[src/hdl/sfd_pkg.sv]
// Shared types and constants for the serial frame deframer.
`timescale 1ns / 1ps

package sfd_pkg;

  localparam logic [7:0] MAX_PAYLOAD  = 8'd64;
  localparam logic [7:0] HEADER_RESET = 8'd170;

  typedef enum logic [2:0] {
    PH_HUNT    = 3'd0,
    PH_SECOND  = 3'd1,
    PH_CMD     = 3'd2,
    PH_LEN     = 3'd3,
    PH_PAYLOAD = 3'd4,
    PH_CHECK   = 3'd5
  } phase_e;

  typedef enum logic [1:0] {
    KIND_PAYLOAD = 2'd0,
    KIND_GOOD    = 2'd1,
    KIND_BAD     = 2'd2,
    KIND_LENGTH  = 2'd3
  } kind_e;

  typedef struct packed {
    phase_e     phase;
    logic [7:0] command;
    logic [7:0] length;
    logic [7:0] seen;
    logic [7:0] sum;
  } parse_state_t;

  typedef struct packed {
    logic       valid;
    kind_e      kind;
    logic [7:0] command;
    logic [7:0] length;
    logic [7:0] index;
    logic [7:0] data;
  } parse_result_t;

endpackage

[src/hdl/sfd_parse.sv]
// Per-byte frame parser step: next parser state and the result for one byte.
`timescale 1ns / 1ps

module sfd_parse (
  input  sfd_pkg::parse_state_t  state_i,
  input  logic [7:0]             header_i,
  input  logic [7:0]             rx_byte_i,
  output sfd_pkg::parse_state_t  state_o,
  output sfd_pkg::parse_result_t result_o
);

  logic [7:0] sum_add;
  logic [7:0] seen_inc;

  assign sum_add  = state_i.sum + rx_byte_i;
  assign seen_inc = state_i.seen + 8'd1;

  always_comb begin
    state_o           = state_i;
    result_o.valid    = 1'b0;
    result_o.kind     = sfd_pkg::KIND_PAYLOAD;
    result_o.index    = '0;
    result_o.data     = '0;

    if (rx_byte_i == header_i) begin
      // a header restarts framing from any phase
      state_o.phase = sfd_pkg::PH_SECOND;
      state_o.sum   = rx_byte_i;
      state_o.seen  = '0;
    end else begin
      case (state_i.phase)
        sfd_pkg::PH_SECOND: begin
          state_o.sum   = sum_add;
          state_o.phase = sfd_pkg::PH_CMD;
        end
        sfd_pkg::PH_CMD: begin
          state_o.sum     = sum_add;
          state_o.command = rx_byte_i;
          state_o.phase   = sfd_pkg::PH_LEN;
        end
        sfd_pkg::PH_LEN: begin
          state_o.sum    = sum_add;
          state_o.length = rx_byte_i;
          state_o.seen   = '0;
          if (rx_byte_i > sfd_pkg::MAX_PAYLOAD) begin
            result_o.valid = 1'b1;
            result_o.kind  = sfd_pkg::KIND_LENGTH;
            state_o.phase  = sfd_pkg::PH_HUNT;
          end else if (rx_byte_i == 8'd0) begin
            state_o.phase = sfd_pkg::PH_CHECK;
          end else begin
            state_o.phase = sfd_pkg::PH_PAYLOAD;
          end
        end
        sfd_pkg::PH_PAYLOAD: begin
          state_o.sum    = sum_add;
          state_o.seen   = seen_inc;
          result_o.valid = 1'b1;
          result_o.kind  = sfd_pkg::KIND_PAYLOAD;
          result_o.index = state_i.seen;
          result_o.data  = rx_byte_i;
          if (seen_inc == state_i.length) begin
            state_o.phase = sfd_pkg::PH_CHECK;
          end
        end
        sfd_pkg::PH_CHECK: begin
          result_o.valid = 1'b1;
          result_o.kind  = (rx_byte_i == state_i.sum) ? sfd_pkg::KIND_GOOD
                                                      : sfd_pkg::KIND_BAD;
          state_o.phase  = sfd_pkg::PH_HUNT;
        end
        default: begin
          state_o.phase = sfd_pkg::PH_HUNT;
        end
      endcase
    end

    result_o.command = state_o.command;
    result_o.length  = state_o.length;
  end

endmodule

[src/hdl/serial_frame_deframer_sum8_unit.sv]
// Top level: length-prefixed serial frame deframer with 8-bit sum check.
//
//   channel | direction | handshake                  | payload
//   --------+-----------+----------------------------+-------------------------------
//   in      | sink      | in_valid_i / in_stall_o    | rx_byte_i
//   out     | source    | out_valid_o / out_stall_i  | kind_o, command_o,
//           |           |                            | frame_length_o, payload_index_o,
//           |           |                            | payload_byte_o
//   cfg     | sink      | cfg_wr_en_i                | cfg_wr_data_i (header value)
//
// One byte per cycle sustained while out_stall_i is low; a byte's result, if it has one, passes
// through the input register, then the parser step into the result register.
// Reset puts the parser in header hunt and the header value at 170.
// A stalled result holds the result register; the input register keeps taking bytes
// until it too is full, then in_stall_o rises.
`timescale 1ns / 1ps

module serial_frame_deframer_sum8_unit (
  input  logic       clk_i,
  input  logic       rst_ni,
  input  logic       cfg_wr_en_i,
  input  logic [7:0] cfg_wr_data_i,
  input  logic       in_valid_i,
  output logic       in_stall_o,
  input  logic [7:0] rx_byte_i,
  output logic       out_valid_o,
  input  logic       out_stall_i,
  output logic [1:0] kind_o,
  output logic [7:0] command_o,
  output logic [7:0] frame_length_o,
  output logic [7:0] payload_index_o,
  output logic [7:0] payload_byte_o
);

  logic                   in_valid_q;
  logic [7:0]             in_byte_q;
  logic [7:0]             header_q;
  sfd_pkg::parse_state_t  state_q;
  sfd_pkg::parse_state_t  state_d;
  sfd_pkg::parse_result_t res_d;
  sfd_pkg::parse_result_t res_q;
  logic                   advance;
  logic                   in_take;

  // result register free, so the held byte can move through the parser
  assign advance    = !res_q.valid || !out_stall_i;
  assign in_stall_o = in_valid_q && !advance;
  assign in_take    = in_valid_i && !in_stall_o;

  sfd_parse u_parse (
    .state_i   (state_q),
    .header_i  (header_q),
    .rx_byte_i (in_byte_q),
    .state_o   (state_d),
    .result_o  (res_d)
  );

  always_ff @(posedge clk_i or negedge rst_ni) begin
    if (!rst_ni) begin
      header_q <= sfd_pkg::HEADER_RESET;
    end else if (cfg_wr_en_i) begin
      header_q <= cfg_wr_data_i;
    end
  end

  always_ff @(posedge clk_i or negedge rst_ni) begin
    if (!rst_ni) begin
      in_valid_q <= 1'b0;
    end else if (in_take) begin
      in_valid_q <= 1'b1;
    end else if (advance) begin
      in_valid_q <= 1'b0;
    end
  end

  always_ff @(posedge clk_i) begin
    if (in_take) begin
      in_byte_q <= rx_byte_i;
    end
  end

  always_ff @(posedge clk_i or negedge rst_ni) begin
    if (!rst_ni) begin
      state_q.phase   <= sfd_pkg::PH_HUNT;
      state_q.command <= '0;
      state_q.length  <= '0;
      state_q.seen    <= '0;
      state_q.sum     <= '0;
    end else if (advance && in_valid_q) begin
      state_q <= state_d;
    end
  end

  always_ff @(posedge clk_i or negedge rst_ni) begin
    if (!rst_ni) begin
      res_q <= '0;
    end else if (advance) begin
      res_q.valid <= in_valid_q && res_d.valid;
      if (in_valid_q && res_d.valid) begin
        res_q.kind    <= res_d.kind;
        res_q.command <= res_d.command;
        res_q.length  <= res_d.length;
        res_q.index   <= res_d.index;
        res_q.data    <= res_d.data;
      end
    end
  end

  assign out_valid_o     = res_q.valid;
  assign kind_o          = res_q.kind;
  assign command_o       = res_q.command;
  assign frame_length_o  = res_q.length;
  assign payload_index_o = res_q.index;
  assign payload_byte_o  = res_q.data;

endmodule

[config.mk]
export PLATFORM = sky130hd
export DESIGN_NAME = serial_frame_deframer_sum8_unit
export DESIGN_NICKNAME = d
export VERILOG_FILES = /design/src/hdl/sfd_pkg.sv /design/src/hdl/sfd_parse.sv /design/src/hdl/serial_frame_deframer_sum8_unit.sv
export SDC_FILE = /design/constraint.sdc
export NUM_CORES = 1
export LEC_CHECK = 0
export ABC_AREA = 1
export BUFFER_PORTS_ARGS = -buffer_cell sky130_fd_sc_hd__buf_2
export CAP_MARGIN = 30
export CORE_MARGIN = 4
export CORE_UTILIZATION = 50
export CTS_CLUSTER_DIAMETER = 50
export CTS_CLUSTER_SIZE = 30
export DETAILED_ROUTE_END_ITERATION = 6
export PLACE_DENSITY = 0.7
export SETUP_SLACK_MARGIN = 0.4
export SLEW_MARGIN = 30
export SYNTH_ARGS = -nofsm -noshare
export SYNTH_HDL_FRONTEND = slang
export SYNTH_HIERARCHICAL = 1
export SYNTH_SLANG_ARGS = --single-unit
[constraint.sdc]
create_clock -name clk_i -period 3.7 [get_ports clk_i]
set_input_delay 0.74 -clock clk_i [delete_from_list [all_inputs] [get_ports clk_i]]
set_output_delay 0.74 -clock clk_i [all_outputs]
set_load 0.01 [all_outputs]
==> run_results.csv <==
group,metric,value,unit
placed_design,io_buffers,56,
clock_network,cts_made_buffers,9,
sta,setup_ws,1.31,ns
final_layout,area_delta_synth_final,7.56,%
floorplan,row_count,36,
routing,num_vias,4552,
sta,slew_violations,0,
clock_network,cts.sinks,87,
placed_design,place_area,0.00526,mm^2
worst_setup_path,r2r-end,"frame_length_o[7]$_DFFE_PN0P_",
pwr,power-per-cell-area,607,mW/mm^2
sta,whs,0.414,ns
worst_setup_path,critPathLaunchType,"flop",
global_route,antenna_found_initial,0,
floorplan,ios,57,
clock_network,cts_buffer_depth,2,
placed_design,pre_cts_slack,1.40,ns
placed_design,globalplace.congestion,0.933,
final_layout,fin_area,0.00549,mm^2
synthesis,synth-edff-count,8,
worst_setup_path,path_class,"flop to output pin",
worst_setup_path,cp_top_family,"flip-flops",
synthesis,synth.avg_cell_area,7.39,um^2
worst_setup_path,cp.required,2.96,ns
worst_setup_path,rr_startpoint,"in_byte_q[5]$_DFFE_PP_",
clock_network,hold_buffers,0,
clock_network,cts_resized,0,
global_route,globalRouteMet2Util,0.363,
global_route,met3_usage,0.0361,
worst_setup_path,end_kind,"output pin",
routing,post_drt_via_cell_ratio,5.34,
global_route,grt.busiest_layer,"met2",
floorplan,die_area,0.0119,mm^2
sta,fin_crit,2.39,ns
sta,clock.fmax,418,MHz
clock_network,insertion_delay,0.36,ns
synthesis,synth_nets,720,
worst_setup_path,cp_cell_sequence,"inv_1 -> nor2_1 -> buf_2",
routing,drt_first_pass_iters,4,
synthesis,ys_warn_count,6,
routing,detail-route-antenna-nets,0,
clock_network,clkSlewWorstSetupHoldPaths,0.09,ns
synthesis,ys.flop_type,"dfrtp_1",
routing,drc_errors,0,
routing,drt-initial-drc-count,385,
worst_setup_path,rrSetupSlack,1.47,ns
placed_design,hpwlAfterDp,8.25,mm
global_route,grt_pass1_vias,4479,
pwr,ir_drop,0.463,mV
worst_setup_path,rr_worst_depth,13,
run_status,status,"finished clean",
worst_setup_path,crit_start,"in_valid_q$_DFFE_PN0P_",
routing,wl_per_cell,14.1,um
floorplan,die_x,109,um
sta,tightestPinTransition,0.783,ns
routing,wl,12.0,mm
worst_setup_path,cp_slowest_stage_delay,0.86,ns
global_route,grt_use_total,0.214,
worst_setup_path,critPathBufInv,2,
synthesis,synth_cells,690,
sta,setup_tns,0,ns
final_layout,diodes,0,
floorplan,initial_utilization,0.517,
pwr,p_leak,0.00297,uW
final_layout,fillerInstances,948,
worst_setup_path,worstPathArrival,1.65,ns
synthesis,yosysUniqueCellTypes,36,
synthesis,syn_area,0.00510,mm^2
sta,slew-limit-headroom,0.478,
clock_network,cts_tree,"yes",
final_layout,drive_above_1_share,0.138,
clock_network,cts-root-buf,"clkbuf_8",
min_path,hold_path_class,"input pin to asynchronous set/reset pin",
sta,fin_skew,0.0116,ns
sta,rsz0062_at_grt,"false",
clock_network,postCtsSetupBuffers,0,
global_route,grt_pass1_wl,20.4,mm
run,maxCapViolCount,0,
global_route,grt-ovfl-total,0,
synthesis,ys_seq_elements,87,
worst_setup_path,slowest_stage,"dfrtp_1",
global_route,use_met1,0.274,
final_layout,nets,744,
sta,period_share,0.646,
floorplan,core-area,0.00986,mm^2
floorplan,die-height,109,um
sta,hold_viol,0,
global_route,grt_max_degree,80,
clock_network,htree_levels,3,
synthesis,seq_area_frac_synth,0.436,
synthesis,async_flop_share,0.908,
worst_setup_path,crit_fanout,20,
sta,finalSetupViolCount,0,
-- logic make-up (layout without fill, tap and decap cells) --
| kind of cell | after synthesis | after routing | synth area share |
|---|---|---|---|
| fa+ha+maj | 9 | 9 | 0.0236 |
| simple gates | 421 | 421 | 0.360 |
| xor+xnor | 10 | 10 | 0.0172 |
| flops | 87 | 87 | 0.436 |
| compound gates | 54 | 54 | 0.0550 |
| buf+inv | 109 | 138 | 0.109 |
-- sequential cells by signal (all words and copies together) (netlist names) --
signal and flops:
kind_o 2, header_q 8, state_q 35, out_valid_o 1
payload_index_o 8, frame_length_o 8, in_byte_q 8, command_o 8
in_valid_q 1, payload_byte_o 8
-- Yosys cell counts (2+ instances only) --
library cell / count / area share
dfrtp_1: 75 / 0.37
xor2_1: 6 / 0.010
ha_1: 8 / 0.020
o21ai_0: 27 / 0.026
nor3_1: 15 / 0.015
buf_6: 2 / 0.0044
nand2_2: 4 / 0.0049
o21ai_1: 13 / 0.013
xnor2_1: 4 / 0.0069
nand3_1: 105 / 0.10
inv_2: 5 / 0.0037
o21bai_1: 2 / 0.0029
nor2_1: 26 / 0.019
nand4_1: 7 / 0.0086
a21oi_1: 9 / 0.0088
nand2_4: 2 / 0.0044
nor3_4: 2 / 0.0064
edfxtp_1: 8 / 0.047
dfstp_2: 4 / 0.021
inv_1: 57 / 0.042
buf_4: 30 / 0.044
buf_2: 14 / 0.014
nor2_4: 2 / 0.0044
nand2_1: 251 / 0.18
-- cells in the final DEF, fill, tap and decap left out, types with 2 or more instances in the layout --
master	n
nor2_4	2
inv_1	57
o21bai_1	2
nor2_1	26
nand4_1	7
nor3_1	15
nand3_1	105
ha_1	8
xnor2_1	4
clkbuf_8	9
dfstp_2	4
nand2_4	2
buf_4	4
nor3_4	2
a21oi_1	9
edfxtp_1	8
o21ai_1	13
buf_2	55
xor2_1	6
nand2_2	5
inv_6	3
o21ai_0	27
nand2_1	250
inv_2	5
dfrtp_1	75
-- through the flow --
step                      total power (uW)  cells   util
after floorplan                       2470    690      -
after global placement                2560    836  0.533
after detailed placement              2600    836  0.534
final                                 3330    852  0.556
after global routing                  3610    852  0.556
after CTS                             3340    852  0.556
-- worst max path at each step --
| stage | end | cells past startpoint |
|---|---|---|
| after floorplan | in_stall_o | 3 |
| after global placement | payload_index_o[4]$_DFFE_PN0P_ | 6 |
| after detailed placement | payload_byte_o[7]$_DFFE_PN0P_ | 6 |
| after CTS | in_stall_o | 3 |
| after global routing | frame_length_o[7]$_DFFE_PN0P_ | 13 |
| final | in_stall_o | 3 |
-- layout make-up --
type                            instances  area (um^2)  area share
Clock buffer                           10          149      0.0271
Clock inverter                          6         72.6      0.0132
Inverter                               62          233      0.0424
Multi-Input combinational cell        494         2330       0.424
Sequential cell                        87         2220       0.405
Tap cell                              133          166      0.0303
Timing Repair Buffer                   60          317      0.0577
-- metal layers --
layer | part of all wire | up-vias | routed length, um
li1 | - | 2247 | -
met5 | 0 | - | 0
met2 | 0.48 | 154 | 5810
met4 | 0.024 | 0 | 291
met1 | 0.43 | 2122 | 5100
met3 | 0.066 | 29 | 788
-- power breakdown --
part | switching, uW | internal (uW)
clock network | 371 | 362
logic | 779 | 469
registers | 177 | 1170
total | 1330 | 2000
(Power assumes the default switching activity.)
